`config.mk`:
```
export PLATFORM = sky130hd
export DESIGN_NAME = clock_vote_table_core_flat
export DESIGN_NICKNAME = d
export VERILOG_FILES = /design/src/rtl/cvt_pkg.sv /design/src/rtl/cvt_chan_if.sv /design/src/rtl/cvt_ram.sv /design/src/rtl/cvt_dpath.sv /design/src/rtl/cvt_ctrl.sv /design/src/rtl/clock_vote_table_core.sv /design/src/flat_wrapper.sv
export SDC_FILE = /design/constraint.sdc
export NUM_CORES = 1
export LEC_CHECK = 0
export BUFFER_PORTS_ARGS = -buffer_cell sky130_fd_sc_hd__buf_2
export CORE_MARGIN = 2
export CORE_UTILIZATION = 65
export CTS_CLUSTER_DIAMETER = 60
export DETAILED_ROUTE_END_ITERATION = 7
export MAX_ROUTING_LAYER = met4
export PLACE_DENSITY = 0.83
export SLEW_MARGIN = 20
export SYNTH_ARGS = -nofsm -noshare
export SYNTH_HDL_FRONTEND = slang
export SYNTH_SLANG_ARGS = --single-unit
```
`constraint.sdc`:
```
create_clock -name clk -period 6.95 [get_ports clk]
set_clock_uncertainty 0.1 [all_clocks]
set_input_delay 1.0425 -clock clk [delete_from_list [all_inputs] [get_ports clk]]
set_output_delay 1.0425 -clock clk [all_outputs]
set_load 0.005 [all_outputs]
```
`src/rtl/cvt_pkg.sv`:
```
// cvt_pkg: shared types and constants for the clock vote table
// opcodes, status codes, channel words and the controller/datapath command and status
// no dependencies
package cvt_pkg;

	localparam int TABLE_DEPTH_DEF = 16;

	localparam int CPU_W = 9;
	localparam int BUS_W = 8;
	localparam int ID_W  = 4;
	localparam int OP_W  = 2;
	localparam int ST_W  = 2;

	localparam logic [CPU_W-1:0] CPU_CAP = 9'd333;
	localparam logic [BUS_W-1:0] BUS_CAP = 8'd166;

	// configuration port
	localparam int CFG_IDX_W  = 2;
	localparam int CFG_DATA_W = 9;
	localparam logic [CFG_IDX_W-1:0] CFG_FLOOR_CPU = 2'd0;
	localparam logic [CFG_IDX_W-1:0] CFG_FLOOR_BUS = 2'd1;
	localparam logic [CFG_IDX_W-1:0] CFG_HOT_CPU   = 2'd2;
	localparam logic [CFG_IDX_W-1:0] CFG_HOT_BUS   = 2'd3;

	typedef enum logic [OP_W-1:0] {
		OP_ENTER     = 2'd0,
		OP_LEAVE     = 2'd1,
		OP_ENTER_HOT = 2'd2,
		OP_RECOMPUTE = 2'd3
	} opcode_t;

	typedef enum logic [ST_W-1:0] {
		ST_OK        = 2'd0,
		ST_FULL      = 2'd1,
		ST_NOT_FOUND = 2'd2
	} status_t;

	// what a table scan does with each entry it reads
	typedef enum logic [1:0] {
		PASS_TAGS  = 2'd0,
		PASS_LEAVE = 2'd1,
		PASS_BEST  = 2'd2
	} pass_t;

	typedef struct packed {
		logic [OP_W-1:0]  opcode;
		logic [CPU_W-1:0] cpu_request;
		logic [BUS_W-1:0] bus_request;
		logic [ID_W-1:0]  leave_id;
	} in_word_t;

	typedef struct packed {
		logic [ST_W-1:0]  status;
		logic [ID_W-1:0]  assigned_id;
		logic [CPU_W-1:0] cpu_clock;
		logic [BUS_W-1:0] bus_clock;
		logic             clock_change;
	} out_word_t;

	typedef struct packed {
		logic  load;
		logic  scan_start;
		pass_t pass;
		logic  search;
		logic  append;
		logic  shrink;
		logic  post;
		logic  refuse;
	} cmd_t;

	typedef struct packed {
		logic op_enter;
		logic op_leave;
		logic full;
		logic scan_done;
		logic search_hit;
	} sts_t;

endpackage

```
`src/rtl/cvt_chan_if.sv`:
```
// cvt_chan_if: valid/ready channel carrying one word of a given type
// word type comes from cvt_pkg at the instantiation
interface cvt_chan_if #(parameter type word_t = logic);

	logic  valid;
	logic  ready;
	word_t data;

	modport source (output valid, output data, input ready);
	modport sink   (input valid, input data, output ready);

endinterface

```
`src/rtl/cvt_ram.sv`:
```
// cvt_ram: generic simple dual-port ram, one write and one registered read port
// no dependencies
module cvt_ram #(
	parameter int WIDTH = 8,
	parameter int DEPTH = 16
) (
	input  logic                         clk,
	input  logic                         we,
	input  logic [((DEPTH > 1) ? $clog2(DEPTH) : 1)-1:0] waddr,
	input  logic [WIDTH-1:0]             wdata,
	input  logic [((DEPTH > 1) ? $clog2(DEPTH) : 1)-1:0] raddr,
	output logic [WIDTH-1:0]             rdata
);

	logic [WIDTH-1:0] mem [DEPTH];

	always_ff @(posedge clk) begin
		if (we) begin
			mem[waddr] <= wdata;
		end
		rdata <= mem[raddr];
	end

endmodule

```
`src/rtl/cvt_dpath.sv`:
```
// cvt_dpath: table memory, scan pointer, id bitmap, winner registers and result word
// depends on cvt_pkg and cvt_ram; driven by cvt_ctrl through cmd_t / sts_t
module cvt_dpath #(
	parameter int TABLE_DEPTH = cvt_pkg::TABLE_DEPTH_DEF
) (
	input  logic                            clk,
	input  logic                            arst_n,
	input  cvt_pkg::cmd_t                   cmd,
	output cvt_pkg::sts_t                   sts,
	input  cvt_pkg::in_word_t               in_word,
	output cvt_pkg::out_word_t              out_word,
	input  logic                            cfg_we,
	input  logic [cvt_pkg::CFG_IDX_W-1:0]   cfg_index,
	input  logic [cvt_pkg::CFG_DATA_W-1:0]  cfg_data
);

	localparam int IDX_W  = (TABLE_DEPTH > 1) ? $clog2(TABLE_DEPTH) : 1;
	localparam int CNT_W  = $clog2(TABLE_DEPTH + 1);
	localparam int TAG_W  = IDX_W;
	localparam int CPU_W  = cvt_pkg::CPU_W;
	localparam int BUS_W  = cvt_pkg::BUS_W;
	localparam int ID_W   = cvt_pkg::ID_W;
	localparam int SUM_W  = CPU_W + 1;
	localparam int WORD_W = TAG_W + CPU_W + BUS_W;
	localparam int CMP_W  = (TAG_W > ID_W) ? TAG_W : ID_W;

	// configuration
	logic [CPU_W-1:0] floor_cpu_q, hot_cpu_q;
	logic [BUS_W-1:0] floor_bus_q, hot_bus_q;

	// operation being worked on
	cvt_pkg::opcode_t op_q;
	logic [CPU_W-1:0] cpu_q;
	logic [BUS_W-1:0] bus_q;
	logic [ID_W-1:0]  lid_q;

	// table control
	logic [CNT_W-1:0] count_q;
	logic [CNT_W-1:0] rd_ptr_q;
	logic             busy_q;
	logic             rd_valid_s1;
	logic [CNT_W-1:0] rd_idx_s1;
	logic             found_q;
	logic [TABLE_DEPTH-1:0] used_q;
	logic [IDX_W-1:0] srch_q;

	// winner and last set pair
	logic [SUM_W-1:0] best_sum_q;
	logic [CPU_W-1:0] best_cpu_q, last_cpu_q;
	logic [BUS_W-1:0] best_bus_q, last_bus_q;

	cvt_pkg::out_word_t out_q;

	// memory ports
	logic              ram_we;
	logic [IDX_W-1:0]  ram_waddr;
	logic [WORD_W-1:0] ram_wdata;
	logic [IDX_W-1:0]  ram_raddr;
	logic [WORD_W-1:0] ram_rdata;

	logic [TAG_W-1:0]  rd_tag;
	logic [CPU_W-1:0]  rd_cpu;
	logic [BUS_W-1:0]  rd_bus;
	logic [SUM_W-1:0]  rd_sum;
	logic              rd_match;
	logic              issue;
	logic [CNT_W-1:0]  prev_idx;
	logic              leave_move;

	logic [CPU_W-1:0]  cpu_floored, cpu_final;
	logic [BUS_W-1:0]  bus_floored, bus_final;
	logic              pair_change;
	cvt_pkg::status_t  status_final;

	cvt_ram #(
		.WIDTH(WORD_W),
		.DEPTH(TABLE_DEPTH)
	) u_ram (
		.clk   (clk),
		.we    (ram_we),
		.waddr (ram_waddr),
		.wdata (ram_wdata),
		.raddr (ram_raddr),
		.rdata (ram_rdata)
	);

	assign rd_tag   = ram_rdata[WORD_W-1 -: TAG_W];
	assign rd_cpu   = ram_rdata[BUS_W +: CPU_W];
	assign rd_bus   = ram_rdata[BUS_W-1:0];
	assign rd_sum   = SUM_W'(rd_cpu) + SUM_W'(rd_bus);
	assign rd_match = (CMP_W'(rd_tag) == CMP_W'(lid_q));

	assign issue     = busy_q && !cmd.scan_start && (rd_ptr_q < count_q);
	assign ram_raddr = rd_ptr_q[IDX_W-1:0];
	assign prev_idx  = rd_idx_s1 - CNT_W'(1);

	// entries behind the removed one move down by one slot
	assign leave_move = rd_valid_s1 && (cmd.pass == cvt_pkg::PASS_LEAVE) && found_q;

	always_comb begin
		ram_we    = 1'b0;
		ram_waddr = count_q[IDX_W-1:0];
		ram_wdata = {srch_q, cpu_q, bus_q};
		if (cmd.append) begin
			ram_we = 1'b1;
		end else if (leave_move) begin
			ram_we    = 1'b1;
			ram_waddr = prev_idx[IDX_W-1:0];
			ram_wdata = ram_rdata;
		end
	end

	// floor, then cap
	always_comb begin
		cpu_floored = (best_cpu_q < floor_cpu_q) ? floor_cpu_q : best_cpu_q;
		cpu_final   = (cpu_floored > cvt_pkg::CPU_CAP) ? cvt_pkg::CPU_CAP : cpu_floored;
		bus_floored = (best_bus_q < floor_bus_q) ? floor_bus_q : best_bus_q;
		bus_final   = (bus_floored > cvt_pkg::BUS_CAP) ? cvt_pkg::BUS_CAP : bus_floored;
		pair_change = (cpu_final != last_cpu_q) || (bus_final != last_bus_q);
		if (cmd.refuse) begin
			status_final = cvt_pkg::ST_FULL;
		end else if ((op_q == cvt_pkg::OP_LEAVE) && !found_q) begin
			status_final = cvt_pkg::ST_NOT_FOUND;
		end else begin
			status_final = cvt_pkg::ST_OK;
		end
	end

	always_comb begin
		sts.op_enter   = (op_q == cvt_pkg::OP_ENTER) || (op_q == cvt_pkg::OP_ENTER_HOT);
		sts.op_leave   = (op_q == cvt_pkg::OP_LEAVE);
		sts.full       = (count_q == CNT_W'(TABLE_DEPTH));
		sts.scan_done  = !busy_q && !rd_valid_s1 && !cmd.scan_start;
		sts.search_hit = !used_q[srch_q];
	end

	assign out_word = out_q;

	always_ff @(posedge clk or negedge arst_n) begin
		if (!arst_n) begin
			floor_cpu_q <= '0;
			floor_bus_q <= '0;
			hot_cpu_q   <= '0;
			hot_bus_q   <= '0;
			count_q     <= '0;
			rd_ptr_q    <= '0;
			busy_q      <= 1'b0;
			rd_valid_s1 <= 1'b0;
			found_q     <= 1'b0;
			used_q      <= '0;
			srch_q      <= '0;
			last_cpu_q  <= '0;
			last_bus_q  <= '0;
		end else begin
			if (cfg_we) begin
				unique case (cfg_index)
					cvt_pkg::CFG_FLOOR_CPU: floor_cpu_q <= cfg_data;
					cvt_pkg::CFG_FLOOR_BUS: floor_bus_q <= cfg_data[BUS_W-1:0];
					cvt_pkg::CFG_HOT_CPU:   hot_cpu_q   <= cfg_data;
					cvt_pkg::CFG_HOT_BUS:   hot_bus_q   <= cfg_data[BUS_W-1:0];
				endcase
			end

			if (cmd.load) begin
				found_q <= 1'b0;
				used_q  <= '0;
				srch_q  <= '0;
			end

			// scan sequencer: one read a cycle, data back in the cycle after the read
			if (cmd.scan_start) begin
				rd_ptr_q <= '0;
				busy_q   <= 1'b1;
			end else if (busy_q) begin
				if (issue) begin
					rd_ptr_q <= rd_ptr_q + CNT_W'(1);
				end else begin
					busy_q <= 1'b0;
				end
			end
			rd_valid_s1 <= issue;

			if (rd_valid_s1) begin
				unique case (cmd.pass)
					cvt_pkg::PASS_TAGS: used_q[rd_tag] <= 1'b1;
					cvt_pkg::PASS_LEAVE: begin
						if (!found_q && rd_match) begin
							found_q <= 1'b1;
						end
					end
					default: ;
				endcase
			end

			if (cmd.search && used_q[srch_q]) begin
				srch_q <= srch_q + IDX_W'(1);
			end

			if (cmd.append) begin
				count_q <= count_q + CNT_W'(1);
			end else if (cmd.shrink && found_q) begin
				count_q <= count_q - CNT_W'(1);
			end

			if (cmd.post && !cmd.refuse) begin
				last_cpu_q <= cpu_final;
				last_bus_q <= bus_final;
			end
		end
	end

	// payload registers
	always_ff @(posedge clk) begin
		if (rd_valid_s1) begin
			rd_idx_s1 <= rd_idx_s1 + CNT_W'(1);
		end else begin
			rd_idx_s1 <= rd_ptr_q;
		end

		if (cmd.load) begin
			op_q  <= cvt_pkg::opcode_t'(in_word.opcode);
			lid_q <= in_word.leave_id;
			if (cvt_pkg::opcode_t'(in_word.opcode) == cvt_pkg::OP_ENTER_HOT) begin
				cpu_q <= hot_cpu_q;
				bus_q <= hot_bus_q;
			end else begin
				cpu_q <= in_word.cpu_request;
				bus_q <= in_word.bus_request;
			end
			best_sum_q <= '0;
			best_cpu_q <= '0;
			best_bus_q <= '0;
		end else if (rd_valid_s1 && (cmd.pass == cvt_pkg::PASS_BEST) && (rd_sum > best_sum_q)) begin
			// strict compare keeps the earliest of equal sums
			best_sum_q <= rd_sum;
			best_cpu_q <= rd_cpu;
			best_bus_q <= rd_bus;
		end

		if (cmd.post) begin
			out_q.status <= status_final;
			if (sts.op_enter && !cmd.refuse) begin
				out_q.assigned_id <= ID_W'(srch_q);
			end else begin
				out_q.assigned_id <= '0;
			end
			if (cmd.refuse) begin
				out_q.cpu_clock    <= last_cpu_q;
				out_q.bus_clock    <= last_bus_q;
				out_q.clock_change <= 1'b0;
			end else begin
				out_q.cpu_clock    <= cpu_final;
				out_q.bus_clock    <= bus_final;
				out_q.clock_change <= pair_change;
			end
		end
	end

endmodule

```
`src/rtl/cvt_ctrl.sv`:
```
// cvt_ctrl: sequencer for one table operation, load, scans, id search, append or shrink, post
// depends on cvt_pkg; commands cvt_dpath through cmd_t and reads sts_t
module cvt_ctrl (
	input  logic          clk,
	input  logic          arst_n,
	input  logic          in_valid,
	output logic          in_ready,
	output logic          out_valid,
	input  logic          out_ready,
	output cvt_pkg::cmd_t cmd,
	input  cvt_pkg::sts_t sts
);

	typedef enum logic [3:0] {
		S_IDLE,
		S_LOAD,
		S_DECODE,
		S_SCAN,
		S_SEARCH,
		S_APPEND,
		S_SHRINK,
		S_POST,
		S_OUT
	} state_t;

	state_t state_q;
	logic   in_ready_q;
	logic   out_valid_q;
	cvt_pkg::cmd_t cmd_q;

	assign in_ready  = in_ready_q;
	assign out_valid = out_valid_q;

	// the input word is only held up to its accepting edge, so load follows the handshake
	always_comb begin
		cmd      = cmd_q;
		cmd.load = in_valid && in_ready_q;
	end

	// other commands are registered with the move into the state that uses them
	always_ff @(posedge clk or negedge arst_n) begin
		if (!arst_n) begin
			state_q     <= S_IDLE;
			in_ready_q  <= 1'b1;
			out_valid_q <= 1'b0;
			cmd_q       <= '0;
		end else begin
			if (out_valid_q && out_ready) begin
				out_valid_q <= 1'b0;
			end
			cmd_q.scan_start <= 1'b0;
			cmd_q.append     <= 1'b0;
			cmd_q.shrink     <= 1'b0;
			cmd_q.post       <= 1'b0;

			unique case (state_q)
				S_IDLE: begin
					if (in_valid && in_ready_q) begin
						in_ready_q   <= 1'b0;
						cmd_q.refuse <= 1'b0;
						state_q      <= S_LOAD;
					end
				end
				S_LOAD: begin
					state_q <= S_DECODE;
				end
				S_DECODE: begin
					if (sts.op_enter && sts.full) begin
						cmd_q.refuse <= 1'b1;
						state_q      <= S_POST;
					end else begin
						cmd_q.scan_start <= 1'b1;
						if (sts.op_enter) begin
							cmd_q.pass <= cvt_pkg::PASS_TAGS;
						end else if (sts.op_leave) begin
							cmd_q.pass <= cvt_pkg::PASS_LEAVE;
						end else begin
							cmd_q.pass <= cvt_pkg::PASS_BEST;
						end
						state_q <= S_SCAN;
					end
				end
				S_SCAN: begin
					if (sts.scan_done) begin
						unique case (cmd_q.pass)
							cvt_pkg::PASS_TAGS: begin
								cmd_q.search <= 1'b1;
								state_q      <= S_SEARCH;
							end
							cvt_pkg::PASS_LEAVE: begin
								cmd_q.shrink <= 1'b1;
								state_q      <= S_SHRINK;
							end
							default: begin
								state_q <= S_POST;
							end
						endcase
					end
				end
				S_SEARCH: begin
					if (sts.search_hit) begin
						cmd_q.search <= 1'b0;
						cmd_q.append <= 1'b1;
						state_q      <= S_APPEND;
					end
				end
				S_APPEND, S_SHRINK: begin
					cmd_q.scan_start <= 1'b1;
					cmd_q.pass       <= cvt_pkg::PASS_BEST;
					state_q          <= S_SCAN;
				end
				S_POST: begin
					// wait for the output slot to be free
					if (!out_valid_q || out_ready) begin
						cmd_q.post <= 1'b1;
						state_q    <= S_OUT;
					end
				end
				S_OUT: begin
					out_valid_q <= 1'b1;
					in_ready_q  <= 1'b1;
					state_q     <= S_IDLE;
				end
				default: begin
					state_q <= S_IDLE;
				end
			endcase
		end
	end

endmodule

```
`src/rtl/clock_vote_table_core.sv`:
```
// clock_vote_table_core: ordered table of cpu/bus clock requests with winner selection
// a result held at the output stalls the next operation in the post state
// one word at a time, next word can be taken from the cycle the result is first offered; scans read one entry a cycle
// reset empties the table and clears the last pair and the control registers at once, no sweep
// depends on cvt_pkg, cvt_chan_if, cvt_ctrl, cvt_dpath
module clock_vote_table_core #(
	parameter int TABLE_DEPTH = cvt_pkg::TABLE_DEPTH_DEF
) (
	input  logic                            clk,
	input  logic                            arst_n,
	cvt_chan_if.sink                        in_ch,
	cvt_chan_if.source                      out_ch,
	input  logic                            cfg_we,
	input  logic [cvt_pkg::CFG_IDX_W-1:0]   cfg_index,
	input  logic [cvt_pkg::CFG_DATA_W-1:0]  cfg_data
);

	cvt_pkg::cmd_t      cmd;
	cvt_pkg::sts_t      sts;
	cvt_pkg::out_word_t out_word;

	cvt_ctrl u_ctrl (
		.clk       (clk),
		.arst_n    (arst_n),
		.in_valid  (in_ch.valid),
		.in_ready  (in_ch.ready),
		.out_valid (out_ch.valid),
		.out_ready (out_ch.ready),
		.cmd       (cmd),
		.sts       (sts)
	);

	cvt_dpath #(
		.TABLE_DEPTH(TABLE_DEPTH)
	) u_dpath (
		.clk       (clk),
		.arst_n    (arst_n),
		.cmd       (cmd),
		.sts       (sts),
		.in_word   (in_ch.data),
		.out_word  (out_word),
		.cfg_we    (cfg_we),
		.cfg_index (cfg_index),
		.cfg_data  (cfg_data)
	);

	assign out_ch.data = out_word;

endmodule

```
`src/flat_wrapper.sv`:
```
// flat-port wrapper written by rule: the top's interface ports become plain ports
module clock_vote_table_core_flat 
#(
	parameter int TABLE_DEPTH = cvt_pkg::TABLE_DEPTH_DEF
)
  (clk, arst_n, cfg_we, cfg_index, cfg_data, in_ch_valid, in_ch_data, in_ch_ready, out_ch_valid, out_ch_data, out_ch_ready);
  cvt_chan_if #(.word_t(cvt_pkg::in_word_t)) in_ch_i ();
  cvt_chan_if #(.word_t(cvt_pkg::out_word_t)) out_ch_i ();
  input  logic clk;
  input  logic arst_n;
  input  logic cfg_we;
  input  logic [cvt_pkg::CFG_IDX_W-1:0] cfg_index;
  input  logic [cvt_pkg::CFG_DATA_W-1:0] cfg_data;
  input wire logic [$bits(in_ch_i.valid)-1:0] in_ch_valid;
  input wire logic [$bits(in_ch_i.data)-1:0] in_ch_data;
  output wire logic [$bits(in_ch_i.ready)-1:0] in_ch_ready;
  output wire logic [$bits(out_ch_i.valid)-1:0] out_ch_valid;
  output wire logic [$bits(out_ch_i.data)-1:0] out_ch_data;
  input wire logic [$bits(out_ch_i.ready)-1:0] out_ch_ready;
  assign in_ch_i.valid = in_ch_valid;
  assign in_ch_i.data = in_ch_data;
  assign in_ch_ready = in_ch_i.ready;
  assign out_ch_valid = out_ch_i.valid;
  assign out_ch_data = out_ch_i.data;
  assign out_ch_i.ready = out_ch_ready;
  clock_vote_table_core #(.TABLE_DEPTH(TABLE_DEPTH)) u_core (.clk(clk), .arst_n(arst_n), .in_ch(in_ch_i), .out_ch(out_ch_i), .cfg_we(cfg_we), .cfg_index(cfg_index), .cfg_data(cfg_data));
endmodule
```
==> results.tsv, run 1 <==
metric	value	unit
outcome	finished clean	
min_path_type	input pin to async pin	
clkLatencyLatePin	0.60	ns
portBuffers	64	
clkSinkCount	533	
crit_type	flip-flop to flip-flop	
coreArea	0.0344	mm^2
cp_max_fo	29	
n_fill_cell	2035	
grt_max_degree	77	
start_util	65.6	%
p_total	9.96	mW
cts_setup_buffers	0	
cts_buffers	52	
drcViolationCount	0	
drt_iter0_markers	1401	
synthArstFlopShare	18.4	%
place_congestion	0.902	
required	7.30	ns
synth_nets	1488	
startpoint	u_core.u_dpath.u_ram.rdata[0]	
r2r_slack	2.32	ns
cts.repair.resized	0	
final-hold-violation-count	0	
ff2ff_path_depth	17	
die_x	190	um
root_buffer	clkbuf_16	
grt_overflow	0	
drive_gt1_share	25.7	%
detail-route-antenna-nets	0	
synth_cell_types	71	
r2r_start	u_core.u_dpath.u_ram.rdata[0]	
synth_edf_count	383	
detail_route.wl_per_cell	26.2	um
slew_headroom	25.2	%
vdd_drop_max	0.234	mV
synth_seq_area_share	66.5	%
clkTransAtPathRegs	0.06	ns
rsz0062_at_grt	false	
worstSetupEndpoint	u_core.u_dpath.best_cpu_q[2]	
power_density	396	mW/mm^2
setup_viol	0	
netlist_area	0.0225	mm^2
drv_cap	0	
area_growth	11.5	%
grt_pass1_wl	78.4	mm
ys_warn_count	0	
viasPerCell	6.59	
setup_tns	0	ns
final_common_cell	edfxtp_1	
htreeDepth	2	
finalCritPeriodShare	66.7	%
syn_inst	1403	
period_minus_slack	4.63	ns
antenna_found_initial	1	
totalWireLength	51.9	mm
drv_slew	0	
grt_pass1_vias	12879	
dr.pass1.iters	5	
synth_top_flop_cell	edfxtp_1	
die_area	0.0362	mm^2
fin_nets	1570	
fmax	216	MHz
num_rows	68	
cts_max_path_buffers	3	
final_cell_mix	383 x edfxtp_1, 110 x mux4_2, 93 x dfrtp_1	
r2r_end	u_core.u_dpath.best_cpu_q[2]	
dp_hpwl	29.9	mm
crit_path_end_kind	flip-flop	
start_kind	flip-flop	
cts_hold_buf	0	
final_core_util	73.1	%
chipHeight	190	um
arrival	4.98	ns
cts_tree	done	
grt_util_all_layers	30.4	%
io_pins	65	
vias	13071	
max_slew.worst_pin.slew	1.12	ns
syn_area_per_cell	16.1	um^2
synth-seq-cells	533	
p_leak	9.16	nW
-- per-stage QoR --
| stage | setup slack [ns] | cell area (um^2) | hold slack [ns] | cells |
|---|---|---|---|---|
| global placement | 2.55 | 23400 | 0.353 | 1886 |
| floorplan | 3.05 | 22500 | 0.326 | 1403 |
| global route | 1.96 | 25100 | 0.349 | 1984 |
| finish | 2.32 | 25100 | 0.319 | 1984 |
| CTS | 2.32 | 25100 | 0.316 | 1983 |
| detailed placement | 2.39 | 23400 | 0.370 | 1886 |
-- worst max-delay path, cell delays in order (launching register included) --
cell and delay (ns):
dfxtp_1 0.33, ha_1 0.24, fa_1 0.47, a21o_1 0.21
a21oi_1 0.22, o21bai_1 0.10, a21oi_1 0.25, o21bai_1 0.09
a21oi_1 0.18, xor2_1 0.19, inv_1 0.06, ha_1 0.30
nor2b_1 0.13, o21ai_0 0.19, nand3b_1 0.16, o21ai_4 0.88
mux2i_1 0.31, nor2_1 0.08
-- worst min path at each step --
stage,start,to,slack (ns),cells past startpoint
after floorplan,u_core.u_ctrl.cmd[0],u_core.u_dpath.out_word[22],0.33,0
after global placement,u_core.u_ctrl.in_ready,u_core.u_ctrl.in_ready,0.35,2
after detailed placement,u_core.u_dpath.count_q[4],u_core.u_dpath.count_q[4],0.37,1
after CTS,arst_n,u_core.u_dpath.rd_ptr_q[2],0.32,1
after global routing,arst_n,u_core.u_dpath.used_q[14],0.35,1
final,arst_n,u_core.u_dpath.used_q[14],0.32,1
-- report_power, final --
| part | switching [mW] | internal (mW) | leakage (nW) | total (mW) |
|---|---|---|---|---|
| sequential | 0.519 | 3.91 | 5.16 | 4.43 |
| clock | 1.20 | 1.62 | 0.829 | 2.82 |
| combinational | 1.42 | 1.30 | 3.17 | 2.71 |
-- final cells by class --
class,count,area (um^2),area share (%)
multi-input cells,755,7130,28.4
inverters,56,210,0.837
clock inverters,20,241,0.961
diodes,1,2.50,0.00996
repair buffers,87,495,1.97
well taps,455,569,2.27
clock buffers,77,1470,5.83
flip-flops and latches,533,15000,59.7
-- state kept, by name, indices dropped and copies added, names as in the netlist, 8 cells and up --
name / count
u_core.u_dpath.hot_cpu_q: 9
u_core.u_dpath.best_bus_q: 8
u_core.u_dpath.floor_bus_q: 8
u_core.u_dpath.hot_bus_q: 8
u_core.u_dpath.last_bus_q: 8
u_core.u_dpath.best_cpu_q: 9
u_core.u_dpath.cpu_q: 9
u_core.u_dpath.bus_q: 8
u_core.u_dpath.out_word: 24
u_core.u_dpath.floor_cpu_q: 9
u_core.u_dpath.u_ram.mem: 336
u_core.u_dpath.last_cpu_q: 9
u_core.u_dpath.used_q: 16
u_core.u_dpath.best_sum_q: 10
u_core.u_ctrl.cmd: 8
u_core.u_dpath.u_ram.rdata: 21
-- cell families after synthesis --
logic type	after synthesis	share of synthesized area (%)
DFF	533	66.5
muxes	226	16.6
AOI/OAI and AO/OA	181	5.29
xor gates and xnor gates	26	1.01
buffers and inverters	115	2.09
adders and majority gates	46	2.62
and+or+nand+nor	276	5.86
-- per-layer routing --
metal,up-vias,wire [um],GRT usage (%)
met3,120,4070,4.73
li1,5602,-,-
met4,0,1730,10.9
met5,-,0,-
met2,683,26300,49.2
met1,6666,19800,39.7
-- synthesized netlist by cell type (9+ instances only) --
cell type  instances  area, um^2
buf_2             10        50.1
mux2i_1           35         350
nor2_1            85         319
xor2_1            16         140
a21oi_1           47         235
nand3_1           28         140
ha_1              44         551
clkbuf_1          38         143
edfxtp_1         383       11500
a22o_1            16         140
a21o_1            12        90.1
dfrtp_1           97        2430
nand4_1            9        56.3
mux2_2            81         912
xnor2_1           10        87.6
nor3_1            15        75.1
dfxtp_1           52        1040
mux4_2           110        2480
inv_1             55         206
nand2b_1          10        62.6
nand2_1           76         285
o21ai_0           50         250
(Power assumes the default switching activity.)
==> inputs of run 2 (changes only) <==
CORE_UTILIZATION = 56   (was 65)
PLACE_DENSITY = 0.76   (was 0.83)
clock period = 3.91 ns   (was 6.95 ns; I/O delays follow)
==> run 2 against run 1 <==
Effect of this change:
- clock-buffer cell count down 5
- combinational power up 98%
- via count down 3.6%
- critical path depth up 3
- routed wire length down 5.7%
- critical path type unchanged
==> results.tsv, run 2 (same netlist as run 1, synthesis figures left out) <==
metric	value	unit	change
outcome	finished clean		
start_kind	flip-flop		
totalWireLength	48.9	mm	-5.7%
fin_area	0.0255	mm^2	+1.5%
cts_max_path_buffers	3		unchanged
antenna_cells	0		-1
clkTransAtPathRegs	0.06	ns	about the same
cp_max_fo	6		-79%
antenna_found_initial	0		-1
cts_buffers	52		unchanged
htreeDepth	2		unchanged
r2r_end	u_core.u_dpath.best_bus_q[6]		
num_rows	73		+7.4%
finalCritPeriodShare	95.7	%	+29 points
vias	12605		-3.6%
grt_overflow	0		unchanged
grt_pass1_wl	75.0	mm	-4.3%
p_leak	9.31	nW	+1.6%
combinationalPowerShare	29.8	%	+2.6 points
place_ws	-0.00243	ns	-2.39 ns
seq_area	0.0150	mm^2	about the same
crit_type	flip-flop to flip-flop		
viasPerCell	6.08		-7.7%
fmax	267	MHz	+24%
drcViolationCount	0		unchanged
clkSinkCount	533		unchanged
multi_input_area	0.00716	mm^2	+0.42%
max_slew.worst_pin.slew	1.04	ns	-0.0824 ns
period_minus_slack	3.74	ns	-0.893 ns
drv_slew	0		unchanged
required	4.28	ns	-3.02 ns
power_switching	5.57	mW	+78%
io_pins	65		unchanged
cts_tree	done		
min_path_type	input pin to async pin		
power.share.sequential	42.5	%	-2.0 points
drt_iter0_markers	1141		-19%
root_buffer	clkbuf_16		
r2r_start	u_core.u_dpath.u_ram.rdata[0]		
regMostFlops	u_core.u_dpath.u_ram.mem		
clkLatencyLatePin	0.60	ns	about the same
slew_headroom	30.4	%	+5.2 points
place_congestion	0.921		+2.1%
dp_hpwl	29.0	mm	-2.8%
coreArea	0.0397	mm^2	+16%
grt_util_all_layers	24.8	%	-5.6 points
final_cell_mix	383 x edfxtp_1, 110 x mux4_2, 94 x dfrtp_1		
final_core_util	64.2	%	-8.9 points
die_area	0.0419	mm^2	+16%
n_fill_cell	2701		+33%
chipHeight	205	um	+7.6%
portBuffers	64		unchanged
die_x	205	um	+7.6%
setup_viol	0		unchanged
p_total	18.0	mW	+81%
power_density	706	mW/mm^2	+78%
final_common_cell	edfxtp_1		
fin_nets	1590		+1.3%
power_frac_clock	27.6	%	-0.7 points
drv_cap	0		unchanged
detail-route-antenna-nets	0		unchanged
start_util	56.7	%	-8.8 points
cellInternalPower	12.4	mW	+82%
setup_tns	0	ns	unchanged
largest_reg_flops	336		unchanged
area_growth	13.2	%	
crit_path_end_kind	flip-flop		
ff2ff_path_depth	20		+3
cts_hold_buf	0		unchanged
dr.pass1.iters	5		unchanged
grt_max_degree	89		+16%
vdd_drop_max	0.413	mV	+76%
placed_cell_area	0.0237	mm^2	+1.1%
grt_pass1_vias	12778		-0.78%
swShare	31.0	%	-0.47 points
arrival	4.11	ns	-0.87 ns
r2r_slack	0.17	ns	-2.15 ns
drive_gt1_share	27.0	%	+1.4 points
final-hold-violation-count	0		unchanged
setup_ws	0.168	ns	-2.15 ns
detail_route.wl_per_cell	23.6	um	-9.8%
## run 2: cell types whose count changed in the layout (fill, tap and decap cells not counted), moves of 2 or more
cell,before,now
clkinv_2,7,10
a21oi_1,47,42
buf_4,24,35
clkinv_1,1,6
a21oi_2,0,5
buf_12,0,6
o21ai_0,49,44
clkbuf_16,52,54
nor2_2,15,17
clkbuf_8,7,4
o21ai_1,0,5
clkbuf_1,18,16
## run 2: worst max-delay path by stage
stage                                   from                      endpoint  slack [ns]  depth (start not counted)
6_report       u_core.u_dpath.u_ram.rdata[0]  u_core.u_dpath.best_bus_q[6]        0.17                         20
3_3_place_gp   u_core.u_dpath.u_ram.rdata[0]  u_core.u_dpath.best_bus_q[4]        0.09                         18
5_1_grt        u_core.u_dpath.u_ram.rdata[0]  u_core.u_dpath.best_bus_q[3]       -0.04                         20
4_1_cts        u_core.u_dpath.u_ram.rdata[0]  u_core.u_dpath.best_bus_q[4]        0.03                         19
2_1_floorplan  u_core.u_dpath.u_ram.rdata[0]  u_core.u_dpath.best_cpu_q[1]        0.01                         19
3_5_place_dp   u_core.u_dpath.u_ram.rdata[0]  u_core.u_dpath.best_bus_q[4]      -0.002                         19
## run 2: timing repair
action,CTS,global route
gates cloned,1,2
buffers inserted,1,2
gates resized for setup,2,13
endpoints found under the setup margin,7,27
pin swaps,2,10
## run 2: final cells by class
type | count | area share [%]
well taps | 525 | 2.58
multi-input cells | 755 | 28.1
repair buffers | 107 | 3.04
clock inverters | 26 | 1.11
clock buffers | 72 | 5.55
flip-flops and latches | 533 | 58.8
inverters | 56 | 0.824
## run 2: per-stage QoR
| stage | cells | hold slack, ns |
|---|---|---|
| 5_1_grt | 2074 | 0.0570 |
| 3_5_place_dp | 1970 | 0.374 |
| 4_1_cts | 2070 | 0.0473 |
| 2_1_floorplan | 1403 | 0.191 |
| 3_3_place_gp | 1970 | 0.354 |
| 6_report | 2074 | 0.0460 |
## run 2: layer usage
metal	up-vias	wire length (um)	track usage [%]
met3	113	2800	3.69
met2	435	24400	39.4
met1	6429	20000	32.5
met4	0	1790	9.83
li1	5628	-	-
met5	-	0	-
## run 2: critical path, cell delays in order, from the launching register on
cell	delay (ns)
dfxtp_1	0.32
ha_2	0.21
fa_2	0.35
a21o_1	0.20
a21oi_2	0.14
o21bai_1	0.09
a21oi_2	0.16
o21bai_1	0.11
a21oi_2	0.15
xor2_1	0.21
inv_1	0.07
ha_1	0.31
nand4_1	0.13
nor2_2	0.06
o21ai_1	0.08
nand3b_1	0.13
o21ai_4	0.20
buf_12	0.15
clkbuf_16	0.16
mux2i_1	0.21
nor2_1	0.06
## run 2: power groups by stage
| stage | Clock, mW | Sequential, mW | Combinational, mW |
|---|---|---|---|
| finish | 4.97 | 7.66 | 5.37 |
| global route | 5.28 | 7.75 | 5.94 |
| CTS | 5.05 | 7.64 | 5.20 |
| detailed placement | 0 | 7.74 | 5.07 |
| global placement | 0 | 7.71 | 4.95 |
| floorplan | 0 | 7.47 | 3.91 |
